File: src/clsc_pkg.sv
// shared types and constants for the color line segment centroid block
`default_nettype none
package clsc_pkg;

   localparam int LINE_PIXELS = 128;
   localparam int POS_W       = $clog2(LINE_PIXELS);
   localparam int COUNT_W     = 8;
   localparam int TOTAL_W     = 13;
   localparam int CENTER_W    = 7;
   localparam int COUNT_MAX   = 255;
   localparam int TOTAL_MAX   = 8191;
   localparam int CENTER_MAX  = 127;
   localparam int DIV_STEPS   = TOTAL_W;
   localparam int STEP_W      = $clog2(DIV_STEPS);
   localparam int REM_W       = COUNT_W;

   localparam int REQ_DATA_W  = 16;
   localparam int RSP_DATA_W  = 24;
   localparam int CSR_ADDR_W  = 5;
   localparam int CSR_DATA_W  = 32;
   localparam int REG_IDX_W   = CSR_ADDR_W - 2;

   localparam logic [REG_IDX_W-1:0] REG_DETECT_MODE = 3'd0;
   localparam logic [REG_IDX_W-1:0] REG_RED_LIMIT   = 3'd1;
   localparam logic [REG_IDX_W-1:0] REG_GREEN_LIMIT = 3'd2;
   localparam logic [REG_IDX_W-1:0] REG_BLUE_LIMIT  = 3'd3;
   localparam logic [REG_IDX_W-1:0] REG_COUNT_LIMIT = 3'd4;

   localparam logic [1:0] MODE_RED    = 2'd0;
   localparam logic [1:0] MODE_YELLOW = 2'd1;
   localparam logic [1:0] MODE_GREEN  = 2'd2;

   typedef struct packed {
      logic [1:0]         detect_mode;
      logic [4:0]         red_limit;
      logic [2:0]         green_limit;
      logic [4:0]         blue_limit;
      logic [COUNT_W-1:0] count_limit;
   } cfg_type;

   typedef struct packed {
      logic               line_end;
      logic [COUNT_W-1:0] count;
      logic [TOTAL_W-1:0] total;
   } line_sum_type;

   typedef enum logic [1:0] {
      ST_IDLE,
      ST_DIVIDE,
      ST_HOLD
   } state_type;

endpackage
`default_nettype wire

File: src/clsc_csr.sv
// configuration register file behind the apb-style port
`default_nettype none
module clsc_csr (
   input  wire logic                           clock,
   input  wire logic                           reset,
   input  wire logic                           csr_psel,
   input  wire logic                           csr_penable,
   input  wire logic                           csr_pwrite,
   input  wire logic [clsc_pkg::CSR_ADDR_W-1:0] csr_paddr,
   input  wire logic [clsc_pkg::CSR_DATA_W-1:0] csr_pwdata,
   output logic      [clsc_pkg::CSR_DATA_W-1:0] csr_prdata,
   output logic                                 csr_pready,
   output clsc_pkg::cfg_type                    cfg
);
   import clsc_pkg::*;

   cfg_type              cfg_ff;
   cfg_type              cfg_in;
   logic                 write_en;
   logic [REG_IDX_W-1:0] reg_idx;

   assign csr_pready = 1'b1;
   assign reg_idx    = csr_paddr[CSR_ADDR_W-1:2];
   assign write_en   = csr_psel && csr_penable && csr_pwrite && csr_pready;
   assign cfg        = cfg_ff;

   always_comb begin
      cfg_in = cfg_ff;
      if (write_en) begin
         unique case (reg_idx)
            REG_DETECT_MODE: cfg_in.detect_mode = csr_pwdata[1:0];
            REG_RED_LIMIT:   cfg_in.red_limit   = csr_pwdata[4:0];
            REG_GREEN_LIMIT: cfg_in.green_limit = csr_pwdata[2:0];
            REG_BLUE_LIMIT:  cfg_in.blue_limit  = csr_pwdata[4:0];
            REG_COUNT_LIMIT: cfg_in.count_limit = csr_pwdata[COUNT_W-1:0];
            default:         cfg_in = cfg_ff;
         endcase
      end
   end

   always_comb begin
      unique case (reg_idx)
         REG_DETECT_MODE: csr_prdata = CSR_DATA_W'(cfg_ff.detect_mode);
         REG_RED_LIMIT:   csr_prdata = CSR_DATA_W'(cfg_ff.red_limit);
         REG_GREEN_LIMIT: csr_prdata = CSR_DATA_W'(cfg_ff.green_limit);
         REG_BLUE_LIMIT:  csr_prdata = CSR_DATA_W'(cfg_ff.blue_limit);
         REG_COUNT_LIMIT: csr_prdata = CSR_DATA_W'(cfg_ff.count_limit);
         default:         csr_prdata = '0;
      endcase
   end

   always_ff @(posedge clock) begin
      if (reset) begin
         cfg_ff.detect_mode <= MODE_RED;
         cfg_ff.red_limit   <= 5'd8;
         cfg_ff.green_limit <= 3'd1;
         cfg_ff.blue_limit  <= 5'd1;
         cfg_ff.count_limit <= COUNT_W'(40);
      end else begin
         cfg_ff <= cfg_in;
      end
   end

endmodule
`default_nettype wire

File: src/clsc_pixel.sv
// pixel classifier, three-tap smoother and per-line count and index accumulator
`default_nettype none
module clsc_pixel (
   input  wire logic              clock,
   input  wire logic              reset,
   input  wire logic              pixel_take,
   input  wire logic [7:0]        first_byte,
   input  wire logic [7:0]        second_byte,
   input  wire logic              last_pixel,
   input  wire clsc_pkg::cfg_type cfg,
   output clsc_pkg::line_sum_type line_sum
);
   import clsc_pkg::*;

   localparam int CSUM_W = COUNT_W + 2;
   localparam int TSUM_W = TOTAL_W + 2;

   logic               prev_one_ff, prev_one_in;
   logic               prev_two_ff, prev_two_in;
   logic [POS_W-1:0]   pos_ff, pos_in;
   logic [COUNT_W-1:0] count_ff, count_in;
   logic [TOTAL_W-1:0] total_ff, total_in;

   logic [4:0]         red;
   logic [2:0]         green;
   logic [4:0]         blue;
   logic               class_bit;
   logic               line_end;
   logic               hit_a;
   logic               hit_b;
   logic [POS_W-1:0]   idx_a;
   logic [CSUM_W-1:0]  count_sum;
   logic [TSUM_W-1:0]  total_sum;
   logic [COUNT_W-1:0] count_next;
   logic [TOTAL_W-1:0] total_next;

   assign red   = first_byte[7:3];
   assign blue  = second_byte[4:0];
   assign green = first_byte[2:0] | second_byte[7:5];

   always_comb begin
      case (cfg.detect_mode)
         MODE_RED:    class_bit = (red > cfg.red_limit) && (green <= cfg.green_limit)
                                  && (blue <= cfg.blue_limit);
         MODE_YELLOW: class_bit = (red > cfg.red_limit) && (green >= cfg.green_limit)
                                  && (blue < cfg.blue_limit);
         MODE_GREEN:  class_bit = (red < cfg.red_limit) && (green >= cfg.green_limit)
                                  && (blue < cfg.blue_limit);
         default:     class_bit = 1'b0;
      endcase
   end

   assign line_end = last_pixel || (pos_ff >= POS_W'(LINE_PIXELS - 1));

   // first pixel of the line is only decided by the end-pixel rule
   always_comb begin
      hit_a = 1'b0;
      idx_a = '0;
      if (pos_ff == POS_W'(1)) begin
         hit_a = prev_one_ff && class_bit;
      end else if (pos_ff >= POS_W'(2)) begin
         hit_a = (prev_two_ff && prev_one_ff) || (prev_two_ff && class_bit)
                 || (prev_one_ff && class_bit);
         idx_a = pos_ff - POS_W'(1);
      end
   end

   assign hit_b = line_end && (pos_ff != '0) && prev_one_ff && class_bit;

   assign count_sum = CSUM_W'(count_ff) + CSUM_W'(hit_a) + CSUM_W'(hit_b);
   assign total_sum = TSUM_W'(total_ff) + (hit_a ? TSUM_W'(idx_a) : '0)
                      + (hit_b ? TSUM_W'(pos_ff) : '0);

   assign count_next = (count_sum > CSUM_W'(COUNT_MAX)) ? COUNT_W'(COUNT_MAX)
                                                        : count_sum[COUNT_W-1:0];
   assign total_next = (total_sum > TSUM_W'(TOTAL_MAX)) ? TOTAL_W'(TOTAL_MAX)
                                                        : total_sum[TOTAL_W-1:0];

   assign line_sum.line_end = line_end;
   assign line_sum.count    = count_next;
   assign line_sum.total    = total_next;

   always_comb begin
      prev_one_in = prev_one_ff;
      prev_two_in = prev_two_ff;
      pos_in      = pos_ff;
      count_in    = count_ff;
      total_in    = total_ff;
      if (pixel_take) begin
         if (line_end) begin
            prev_one_in = 1'b0;
            prev_two_in = 1'b0;
            pos_in      = '0;
            count_in    = '0;
            total_in    = '0;
         end else begin
            prev_one_in = class_bit;
            prev_two_in = prev_one_ff;
            pos_in      = pos_ff + POS_W'(1);
            count_in    = count_next;
            total_in    = total_next;
         end
      end
   end

   always_ff @(posedge clock) begin
      if (reset) begin
         prev_one_ff <= 1'b0;
         prev_two_ff <= 1'b0;
         pos_ff      <= '0;
         count_ff    <= '0;
         total_ff    <= '0;
      end else begin
         prev_one_ff <= prev_one_in;
         prev_two_ff <= prev_two_in;
         pos_ff      <= pos_in;
         count_ff    <= count_in;
         total_ff    <= total_in;
      end
   end

endmodule
`default_nettype wire

File: src/clsc_divider.sv
// restoring divider, one quotient bit per cycle
`default_nettype none
module clsc_divider (
   input  wire logic                          clock,
   input  wire logic                          reset,
   input  wire logic                          start,
   input  wire logic [clsc_pkg::TOTAL_W-1:0]  dividend,
   input  wire logic [clsc_pkg::COUNT_W-1:0]  divisor,
   output logic                               done,
   output logic      [clsc_pkg::TOTAL_W-1:0]  quotient
);
   import clsc_pkg::*;

   logic               busy_ff, busy_in;
   logic               done_ff, done_in;
   logic [STEP_W-1:0]  step_ff, step_in;
   logic [REM_W-1:0]   rem_ff, rem_in;
   logic [TOTAL_W-1:0] quot_ff, quot_in;
   logic [COUNT_W-1:0] div_ff, div_in;
   logic [REM_W:0]     shifted;
   logic               fits;

   assign shifted  = {rem_ff, quot_ff[TOTAL_W-1]};
   assign fits     = shifted >= {1'b0, div_ff};
   assign done     = done_ff;
   assign quotient = quot_ff;

   always_comb begin
      busy_in = busy_ff;
      done_in = 1'b0;
      step_in = step_ff;
      rem_in  = rem_ff;
      quot_in = quot_ff;
      div_in  = div_ff;
      if (start) begin
         busy_in = 1'b1;
         step_in = '0;
         rem_in  = '0;
         quot_in = dividend;
         div_in  = divisor;
      end else if (busy_ff) begin
         rem_in  = fits ? REM_W'(shifted - {1'b0, div_ff}) : shifted[REM_W-1:0];
         quot_in = {quot_ff[TOTAL_W-2:0], fits};
         step_in = step_ff + STEP_W'(1);
         if (step_ff == STEP_W'(DIV_STEPS - 1)) begin
            busy_in = 1'b0;
            done_in = 1'b1;
         end
      end
   end

   always_ff @(posedge clock) begin
      if (reset) begin
         busy_ff <= 1'b0;
         done_ff <= 1'b0;
         step_ff <= '0;
      end else begin
         busy_ff <= busy_in;
         done_ff <= done_in;
         step_ff <= step_in;
      end
   end

   always_ff @(posedge clock) begin
      rem_ff  <= rem_in;
      quot_ff <= quot_in;
      div_ff  <= div_in;
   end

endmodule
`default_nettype wire

File: src/color_line_segment_centroid.sv
// top level: pixel stream in, one count and centroid transfer out per camera line
// a pixel that does not end the line is taken one per clock while the sequencer is idle;
// a line-end pixel starts the divider; the result is loaded into the output register once
// the divider is done and the output is free, the next pixel is taken after that load
// at the earliest, and req_tready stays low meanwhile and while the previous result waits
// reset: synchronous, clears line state and the sequencer, registers return to defaults
`default_nettype none
module color_line_segment_centroid (
   input  wire logic                              clock,
   input  wire logic                              reset,
   input  wire logic                              req_tvalid,
   output logic                                   req_tready,
   // first_byte [7:0], second_byte [15:8]
   input  wire logic [clsc_pkg::REQ_DATA_W-1:0]   req_tdata,
   // last_pixel
   input  wire logic                              req_tlast,
   output logic                                   rsp_tvalid,
   input  wire logic                              rsp_tready,
   // hit_count [7:0], over_limit [8], center_index [15:9], center_valid [16], zero [23:17]
   output logic      [clsc_pkg::RSP_DATA_W-1:0]   rsp_tdata,
   input  wire logic                              csr_psel,
   input  wire logic                              csr_penable,
   input  wire logic                              csr_pwrite,
   input  wire logic [clsc_pkg::CSR_ADDR_W-1:0]   csr_paddr,
   input  wire logic [clsc_pkg::CSR_DATA_W-1:0]   csr_pwdata,
   output logic      [clsc_pkg::CSR_DATA_W-1:0]   csr_prdata,
   output logic                                   csr_pready
);
   import clsc_pkg::*;

   cfg_type            cfg;
   line_sum_type       line_sum;
   state_type          state_ff, state_in;
   logic               pixel_take;
   logic               div_start;
   logic               div_done;
   logic [TOTAL_W-1:0] quotient;
   logic [COUNT_W-1:0] count_ff, count_in;
   logic               out_free;
   logic               load_out;
   logic               rsp_valid_ff, rsp_valid_in;
   logic [RSP_DATA_W-1:0] rsp_data_ff, rsp_data_in;
   logic [CENTER_W-1:0] center;
   logic               over;
   logic               has_hits;

   clsc_csr u_csr (
      .clock       (clock),
      .reset       (reset),
      .csr_psel    (csr_psel),
      .csr_penable (csr_penable),
      .csr_pwrite  (csr_pwrite),
      .csr_paddr   (csr_paddr),
      .csr_pwdata  (csr_pwdata),
      .csr_prdata  (csr_prdata),
      .csr_pready  (csr_pready),
      .cfg         (cfg)
   );

   clsc_pixel u_pixel (
      .clock       (clock),
      .reset       (reset),
      .pixel_take  (pixel_take),
      .first_byte  (req_tdata[7:0]),
      .second_byte (req_tdata[15:8]),
      .last_pixel  (req_tlast),
      .cfg         (cfg),
      .line_sum    (line_sum)
   );

   clsc_divider u_divider (
      .clock    (clock),
      .reset    (reset),
      .start    (div_start),
      .dividend (line_sum.total),
      .divisor  (line_sum.count),
      .done     (div_done),
      .quotient (quotient)
   );

   assign req_tready = (state_ff == ST_IDLE);
   assign pixel_take = req_tvalid && req_tready;
   assign div_start  = pixel_take && line_sum.line_end;
   assign out_free   = !rsp_valid_ff || rsp_tready;

   assign has_hits = (count_ff != '0);
   assign over     = count_ff > cfg.count_limit;
   assign center   = !has_hits ? '0
                   : (quotient > TOTAL_W'(CENTER_MAX)) ? CENTER_W'(CENTER_MAX)
                   : quotient[CENTER_W-1:0];

   always_comb begin
      state_in = state_ff;
      load_out = 1'b0;
      count_in = count_ff;
      unique case (state_ff)
         ST_IDLE: begin
            if (div_start) begin
               count_in = line_sum.count;
               state_in = ST_DIVIDE;
            end
         end
         ST_DIVIDE: begin
            if (div_done) begin
               if (out_free) begin
                  load_out = 1'b1;
                  state_in = ST_IDLE;
               end else begin
                  state_in = ST_HOLD;
               end
            end
         end
         ST_HOLD: begin
            if (out_free) begin
               load_out = 1'b1;
               state_in = ST_IDLE;
            end
         end
         default: state_in = ST_IDLE;
      endcase
   end

   always_comb begin
      rsp_valid_in = rsp_valid_ff && !rsp_tready;
      rsp_data_in  = rsp_data_ff;
      if (load_out) begin
         rsp_valid_in = 1'b1;
         rsp_data_in  = {(RSP_DATA_W - COUNT_W - CENTER_W - 2)'(0), has_hits, center, over,
                         count_ff};
      end
   end

   always_ff @(posedge clock) begin
      if (reset) begin
         state_ff     <= ST_IDLE;
         rsp_valid_ff <= 1'b0;
      end else begin
         state_ff     <= state_in;
         rsp_valid_ff <= rsp_valid_in;
      end
   end

   always_ff @(posedge clock) begin
      count_ff    <= count_in;
      rsp_data_ff <= rsp_data_in;
   end

   assign rsp_tvalid = rsp_valid_ff;
   assign rsp_tdata  = rsp_data_ff;

   a_valid_flag: assert property (@(posedge clock) disable iff (reset)
      rsp_tvalid |-> (rsp_tdata[16] == (rsp_tdata[7:0] != '0)))
      else $error("center_valid disagrees with hit_count");

   a_empty_center: assert property (@(posedge clock) disable iff (reset)
      (rsp_tvalid && !rsp_tdata[16]) |-> (rsp_tdata[15:9] == '0))
      else $error("empty line gives a nonzero center");

   a_done_in_divide: assert property (@(posedge clock) disable iff (reset)
      div_done |-> (state_ff == ST_DIVIDE))
      else $error("divider finished outside the divide step");

   a_start_blocks: assert property (@(posedge clock) disable iff (reset)
      div_start |=> !req_tready)
      else $error("input taken while the divider runs");

endmodule
`default_nettype wire

File: config.mk
export PLATFORM = sky130hd
export DESIGN_NAME = color_line_segment_centroid
export DESIGN_NICKNAME = d
export VERILOG_FILES = /design/src/clsc_pkg.sv /design/src/clsc_csr.sv /design/src/clsc_pixel.sv /design/src/clsc_divider.sv /design/src/color_line_segment_centroid.sv
export SDC_FILE = /design/constraint.sdc
export NUM_CORES = 1
export LEC_CHECK = 0
export BUFFER_PORTS_ARGS = -buffer_cell sky130_fd_sc_hd__buf_2
export CORE_MARGIN = 1.5
export CORE_UTILIZATION = 52
export DETAILED_ROUTE_END_ITERATION = 8
export PLACE_DENSITY = 0.74
export REMOVE_ABC_BUFFERS = 1
export SLEW_MARGIN = 20
export SYNTH_ARGS = -nofsm -noshare
export SYNTH_HDL_FRONTEND = slang
export SYNTH_SLANG_ARGS = --single-unit
File: constraint.sdc
create_clock -name clock -period 5.21 [get_ports clock]
set_input_delay 0.7815 -clock clock [delete_from_list [all_inputs] [get_ports clock]]
set_output_delay 0.7815 -clock clock [all_outputs]
set_load 0.01 [all_outputs]
=== Yosys cells after proc, flatten, opt, wreduce, memory -nomap -nowiden ===
Cells that the tools add are included.
W data, S select, Z words.

* Bits in writable memories: 0
* Word-level logic and storage cells: 127
* Latch bits: 0
* ROM bits: 0
* Flip-flop bits (word level): 116
* Output and inout port bits: 59
* Memories: 0

* Multiply operators: 0
* Bitwise logic cells: 2
* Shift-type cells: 0
* Magnitude comparators: 13
* Reduce and logical (&&, ||, !) cells: 38
* Div/mod/pow operators: 0
* Muxes and demuxes: 32
* Equal/unequal tests: 13
* $add $sub $neg: 8

{| class="wikitable"
|+ Operators by type and width
! cell !! number
|-
| $mux W13 || 4
|-
| $mux W7 || 6
|-
| $pmux W8 S5 || 1
|-
| $mux W8 || 3
|-
| $logic_and A1 B1 Y1 || 17
|-
| $add A13 B15 Y15 || 1
|-
| $add A15 B15 Y15 || 1
|-
| $gt A15 B13 Y1 const B || 1
|-
| $gt A13 B7 Y1 const B || 1
|-
| $reduce_and A2 Y1 || 6
|-
| $mux W1 || 11
|-
| $add A10 B1 Y10 || 1
|-
| $gt A10 B8 Y1 const B || 1
|-
| $lt A5 B5 Y1 || 2
|-
| $add A8 B1 Y9 || 1
|-
| $ge A9 B8 Y1 || 1
|-
| $gt A8 B8 Y1 || 1
|-
| $mux W2 || 4
|-
| $reduce_bool A8 Y1 || 1
|-
| $sub A8 B8 Y8 || 1
|-
| $add A7 B1 Y7 const B || 1
|-
| $eq A7 B1 Y1 const B || 1
|-
| $ge A7 B2 Y1 const B || 1
|-
| $ge A7 B7 Y1 const B || 1
|-
| 28 further kinds || 37
|}

=== Longest topological paths before layout ===
* Depth after elaboration: 16
* Mapped depth: 18
* Mapped depth without buffers: 18

=== By module ===
From an unflattened synthesis, not the netlist that was laid out.

* Cells, all modules: 792
* Area total of the unflattened synthesis: 7473.4 um2

{| class="wikitable"
|+ By module, submodules not included
! module !! area an instance (um2) !! cells an instance !! times used !! seq. area each (um2)
|-
| clsc_pixel || 2962.8 || 366 || 1 || 600.6
|-
| clsc_divider || 1845.5 || 169 || 1 || 910.9
|-
| clsc_csr || 1360.1 || 158 || 1 || 460.4
|-
| color_line_segment_centroid || 1305.0 || 99 || 1 || 810.8
|}

=== Least setup slack after synthesis ===
OpenSTA, ideal clock, no wires.

* Path type: input to register
* From: input req_tdata[15] (netlist bit)
* To: register u_pixel.total_ff[8]
* Arrival: 4.886 ns
* Required time: 5.093 ns
* Library setup time: 0.117 ns
* Buffers on the path: 1
* Stages: 17
* Slack: 0.207 ns
* Cells stage by stage: or2_2 -> ha_1 -> nand2_1 -> o21ai_0 -> nand3b_1 -> or3_1 -> a31oi_2 -> and4_1 -> fa_1 -> ha_1 -> fa_1 -> a21oi_1 -> o21a_1 -> or3_1 -> clkbuf_1 -> o21ai_0 -> a22o_1

* Cells in the longest elaborated chain, start to end: 16
* Elaborated cells between the ends (all ways): 24
* Those cells by class: add/sub: 2; order compare: 3; mux: 7; bitwise: 1; reduce/logical: 11

{| class="wikitable"
|+ Ends and longest elaborated chain
! item !! RTL line !! RTL
|-
| from (decl) || color_line_segment_centroid.sv:14 || <nowiki>input wire logic [clsc_pkg::REQ_DATA_W-1:0] req_tdata,</nowiki>
|-
| $or A3 B3 Y3 (*) || clsc_pixel.sv:39 || <nowiki>assign green = first_byte[2:0] | second_byte[7:5];</nowiki>
|-
| $ge A3 B3 Y1 / $le A3 B3 Y1 (equally long branches) || clsc_pixel.sv:45, clsc_pixel.sv:47, clsc_pixel.sv:43 ||
|-
| $logic_and A1 B1 Y1 (on tied branches) || clsc_pixel.sv:47, clsc_pixel.sv:43, clsc_pixel.sv:45 ||
|-
| $logic_and A1 B1 Y1 (on tied branches) || clsc_pixel.sv:48, clsc_pixel.sv:44, clsc_pixel.sv:46 ||
|-
| $pmux W1 S3 (*) || clsc_pixel.sv:42 || <nowiki>case (cfg.detect_mode)</nowiki>
|-
| $logic_and A1 B1 Y1 || clsc_pixel.sv:62 || <nowiki>hit_a = (prev_two_ff && prev_one_ff) || (prev_two_ff && class_bit)</nowiki>
|-
| $logic_or A1 B1 Y1 || clsc_pixel.sv:62 ||
|-
| $logic_or A1 B1 Y1 || clsc_pixel.sv:63 || <nowiki>|| (prev_one_ff && class_bit);</nowiki>
|-
| $mux W1 || clsc_pixel.sv:61 || <nowiki>end else if (pos_ff >= POS_W'(2)) begin</nowiki>
|-
| $mux W1 || clsc_pixel.sv:59 || <nowiki>if (pos_ff == POS_W'(1)) begin</nowiki>
|-
| $mux W7 || clsc_pixel.sv:71 || <nowiki>assign total_sum = TSUM_W'(total_ff) + (hit_a ? TSUM_W'(idx_a) : '0)</nowiki>
|-
| $add A13 B15 Y15 || clsc_pixel.sv:71 ||
|-
| $add A15 B15 Y15 (*) || clsc_pixel.sv:72 || <nowiki>+ (hit_b ? TSUM_W'(pos_ff) : '0);</nowiki>
|-
| $gt A15 B13 Y1 || clsc_pixel.sv:76 || <nowiki>assign total_next = (total_sum > TSUM_W'(TOTAL_MAX)) ? TOTAL_W'(TOTAL_MAX)</nowiki>
|-
| $mux W13 (*) || clsc_pixel.sv:76 ||
|-
| $mux W13 (*) || clsc_pixel.sv:90 || <nowiki>if (line_end) begin</nowiki>
|-
| to (signal assigned) || clsc_pixel.sv:118 || <nowiki>total_ff <= total_in;</nowiki>
|-
| to (decl) || clsc_pixel.sv:22 || <nowiki>logic [TOTAL_W-1:0] total_ff, total_in;</nowiki>
|}

Mark *: on every way between the ends. The rest lies on a longest branch, timed or not.
A chain may end at the register's enable or synchronous reset.

=== Final worst setup path ===
* From: input req_tdata[15] (netlist bit)
* To: register u_divider.quot_ff[10], in the netlist u_divider.quotient[10], data pin

* Cells in the longest elaborated chain, start to end: 16
* Elaborated cells between the ends (all ways): 24
* Those cells by class: add/sub: 2; order compare: 3; mux: 7; bitwise: 1; reduce/logical: 11

{| class="wikitable"
|+ Ends and longest elaborated chain
! item !! RTL line !! RTL
|-
| $or A3 B3 Y3 (*) || clsc_pixel.sv:39 ||
|-
| $ge A3 B3 Y1 / $le A3 B3 Y1 (equally long branches) || clsc_pixel.sv:45, clsc_pixel.sv:47, clsc_pixel.sv:43 ||
|-
| $logic_and A1 B1 Y1 (on tied branches) || clsc_pixel.sv:47, clsc_pixel.sv:43, clsc_pixel.sv:45 ||
|-
| $logic_and A1 B1 Y1 (on tied branches) || clsc_pixel.sv:48, clsc_pixel.sv:44, clsc_pixel.sv:46 ||
|-
| $pmux W1 S3 (*) || clsc_pixel.sv:42 ||
|-
| $logic_and A1 B1 Y1 || clsc_pixel.sv:62 ||
|-
| $logic_or A1 B1 Y1 || clsc_pixel.sv:62 ||
|-
| $logic_or A1 B1 Y1 || clsc_pixel.sv:63 ||
|-
| $mux W1 || clsc_pixel.sv:61 ||
|-
| $mux W1 || clsc_pixel.sv:59 ||
|-
| $mux W7 || clsc_pixel.sv:71 ||
|-
| $add A13 B15 Y15 || clsc_pixel.sv:71 ||
|-
| $add A15 B15 Y15 (*) || clsc_pixel.sv:72 ||
|-
| $gt A15 B13 Y1 || clsc_pixel.sv:76 ||
|-
| $mux W13 (*) || clsc_pixel.sv:76 ||
|-
| $mux W13 (*) || clsc_divider.sv:35 || <nowiki>if (start) begin</nowiki>
|-
| named net u_divider.quot_in[10] || clsc_divider.sv:18 || <nowiki>logic [TOTAL_W-1:0] quot_ff, quot_in;</nowiki>
|-
| to (signal assigned) || clsc_divider.sv:66 || <nowiki>quot_ff <= quot_in;</nowiki>
|-
| to (decl) || clsc_divider.sv:18 ||
|}

Mark *: on every way through the listed nets, which the timed path passes. The rest lies on a longest branch.

==> metrics.md <==
| Metric | Value |
|---|---|
| Synth top cells by count | inv_1 (73), dfxtp_1 (70), nor2_1 (63) |
| GRT Residual Overflow | 0 |
| Via density | 5.489 |
| Flop pwr share | 39.5% |
| WL final | 16090 um |
| Post-CTS resize count | 0 |
| Most used routing layer | met2 |
| Pwr dens | 305.4 nW/um2 |
| Ys Warns | 0 |
| TritonCTS Sinks | 116 |
| Cell Rows | 43 |
| Post-synthesis sequential area ratio | 38.21% |
| Final setup fails | 0 |
| Lkg Pwr | 0.003580 uW |
| Cell Int Power | 1929 uW |
| Fin crit share | 96.09% |
| M2 GR Usage | 36.90% |
| Num CTS Buffers | 17 |
| Cells after synthesis | 807 |
| Outcome | finished clean |
| Synth Register Bits | 116 |
| Req. time, crit path | 5.35 ns |
| Clock transition at the registers of the reported paths | 0.05 ns |
| Clk Latency, worst-skew pair | 0.42 ns |
| CP Max Fanout | 5 |
| Most common cell in the synthesized netlist | inv_1 |
| Max H-tree Level | 4 |
| Synth area leader | dfxtp_1 |
| Cell Chain, Critical Path | buf_2 -> or2_2 -> ha_1 -> nand2_1 -> o21ai_0 -> buf_4 -> nand3b_1 -> or3_1 -> a311oi_4 -> buf_4 -> o211ai_1 -> fa_1 -> inv_1 -> ha_1 -> a2111oi_1 -> o21ai_1 -> nor2b_1 -> xnor2_1 -> a31oi_1 |
| Post-DP HPWL | 11730 um |
| Die area | 14720 um2 |
| Gate power share | 13.7% |
| Ys async rst share | 0% |
| CP Class | in2reg |
| Worst vdd ir | 0.2515 mV |
| Initial Util | 52.87% |
| Pin count of the biggest net entering global routing | 30 |
| Vias | 5945 |
| Worst hold path class | reg2reg |
| CTS tree | built |
| Slowest CP cell | a2111oi_1 |
| Drt pass-1 iters | 5 |
| Worst-margin pin slew | 0.9596 ns |
| Sw power | 657.7 uW |
| Top post-synthesis cells by area | dfxtp_1 (19%), edfxtp_1 (19%), ha_1 (8.9%), inv_1 (3.8%), mux2i_1 (3.7%) |
| Crit path largest cell delay | 0.53 ns |
| All-Layer GR Usage | 22.62% |
| Arrival @ worst endpoint | 5.14 ns |
| Met3 Use GR | 4.276% |
| Global-route wire length before repair | 26140 um |
| Maxcap violations | 0 |
| Layout cells sized above 1 | 16.39% |
| Cell family with the largest share of critical-path delay | compound AO/OA/AOI/OAI gates |
| Startpoint types | input pin |
| Sw Ratio | 25.43% |
| Initial drt markers | 379 |
| RSZ-0062 raised after global routing | false |
| Layout area overhead | 16.31% |
| Clock skew | 0.005566 ns |
| Post-route antenna net violation count | 0 |
| Die H | 121.3 um |
| Yosys cell types | 72 |
| GR Util met1 | 29.61% |
| Max_slew headroom | 35.79% |
| Fmax | 199.7 MHz |
| Root Driver | clkbuf_16 |
| Cell area after layout | 8469 um2 |
| # IOs | 120 |
| Final worst slack | 0.2037 ns |
| Quantity of hold-fixing buffers added after cts | 0 |
| Routed WL per cell | 14.86 um |
| CORE AREA | 13770 um2 |
| EDFF count, synth | 46 |
| # port buffers | 61 |
| Post CTS Setup Buffer Count | 0 |
| Critical path endpoint category | flip-flop |
| Avg Cell Area, Syn | 9.024 um2 |
| Drt drc | 0 |
| Crit path buf inv count | 4 |
| Power consumption | 2586 uW |
| GP Congestion | 0.9248 |
| Initial antenna violation count | 0 |
| Tmin final | 5.006 ns |
| Vias in the first global route | 5579 |
| Diodes inserted | 0 |
| Bufs on Longest Clock Path | 2 |
| Pre-CTS setup slack | -0.3554 ns |
| Cell Area, Synth | 7282 um2 |
| Synth Flop Type | dfxtp_1 |
| Clk network pwr share | 46.8% |
| Nets | 1012 |
| Yosys top cell area share | 19.24% |
| Fin. max-slew vios | 0 |
| Die width | 121.3 um |
| Placement Cell Area | 7845 um2 |
| Final Hold Fails | 0 |
==> cell families after synthesis <==
group           synth area share, %
compound gates                18.57
fa+ha+maj                     11.55
xor+xnor                      3.247
flops                         38.21
simple gates                  15.27
mux                           4.175
buf+inv                       8.866
other cells                  0.1031
==> layer usage <==
metal  share of wire, %  routed length (um)
met5                  0                   0
met4                1.6                 265
met3                4.6                 748
met2                 47                7589
met1                 47                7486
==> metrics by stage <==
stage	std cells	TNS (ns)	hold slack, ns	util, %
after floorplan	773	0	0.4261	-
after global placement	1051	-1.947	0.4363	56.96
after detailed placement	1051	-3.818	0.4575	56.96
after CTS	1083	0	0.4698	61.37
after global routing	1083	0	0.4861	61.49
final	1083	0	0.4644	61.49
==> power groups by stage <==
stage / Sequential [uW] / Clock, uW / Combinational (uW)
3_3_place_gp: 1040 / 0 / 336
4_1_cts: 1020 / 1220 / 348
6_report: 1020 / 1210 / 355
5_1_grt: 1020 / 1260 / 396
2_1_floorplan: 1030 / 0 / 253
3_5_place_dp: 1040 / 0 / 343
==> cell type report <==
| type | count | area [um2] |
|---|---|---|
| Sequential cell | 116 | 2783 |
| Clock inverter | 12 | 161.4 |
| Inverter | 75 | 281.5 |
| Tap cell | 180 | 225.2 |
| Timing Repair Buffer | 98 | 583.1 |
| Fill cell | 1232 | 5304 |
| Clock buffer | 20 | 446.7 |
| Multi-Input combinational cell | 582 | 3989 |
==> layout by cell type (no fill, tap or decap), drive strengths merged, types with 6 or more instances in the layout <==
master,n
a31oi,13
nor2,63
dfxtp,70
fa,9
nand3,31
nor3,15
o22ai,7
o21ai,53
nand3b,6
clkinv,8
clkbuf,20
a21oi,35
a21o,11
mux2i,27
o21a,23
nor2b,9
xor2,8
o211ai,11
inv,74
buf,98
ha,52
edfxtp,46
nand2,61
nand4,10
nor4,8
and3,7
xnor2,19
conb,32
==> flip-flops by register name (all words and copies together), names as in the netlist <==
| name | count |
|---|---|
| rsp_tvalid | 1 |
| u_pixel.prev_one_ff | 1 |
| u_pixel.count_ff | 8 |
| u_pixel.total_ff | 13 |
| u_divider.step_ff | 4 |
| state_ff | 2 |
| u_divider.rem_ff | 8 |
| u_divider.done | 1 |
| u_pixel.prev_two_ff | 1 |
| u_divider.div_ff | 8 |
| u_divider.busy_ff | 1 |
| u_divider.quotient | 13 |
| rsp_tdata | 17 |
| u_csr.cfg | 23 |
| count_ff | 8 |
| u_pixel.pos_ff | 7 |
==> worst reg2reg max path, delay by kind of cell (launching register included) <==
kind	cells	cell delay, ns
flops	1	0.37
xor+xnor	1	0.19
simple gates	4	0.90
fa+ha+maj	3	1.01
buf+inv	3	0.29
compound gates	6	1.68
==> final timing paths <==
| check | slack, ns | end | cells past startpoint | startpoint |
|---|---|---|---|---|
| worst min register to register | 0.46 | u_pixel.total_ff[0]$_SDFFE_PP0P_ | 1 | u_pixel.total_ff[0]$_SDFFE_PP0P_ |
| worst max register to register | 0.49 | u_divider.quotient[10]$_DFFE_PP_ | 17 | u_csr.cfg[17]$_SDFFE_PP0P_ |
| worst max-delay path | 0.20 | u_divider.quotient[10]$_DFFE_PP_ | 19 | req_tdata[15] |
| worst min-delay path | 0.46 | u_pixel.total_ff[0]$_SDFFE_PP0P_ | 1 | u_pixel.total_ff[0]$_SDFFE_PP0P_ |
(Power assumes the default switching activity.)
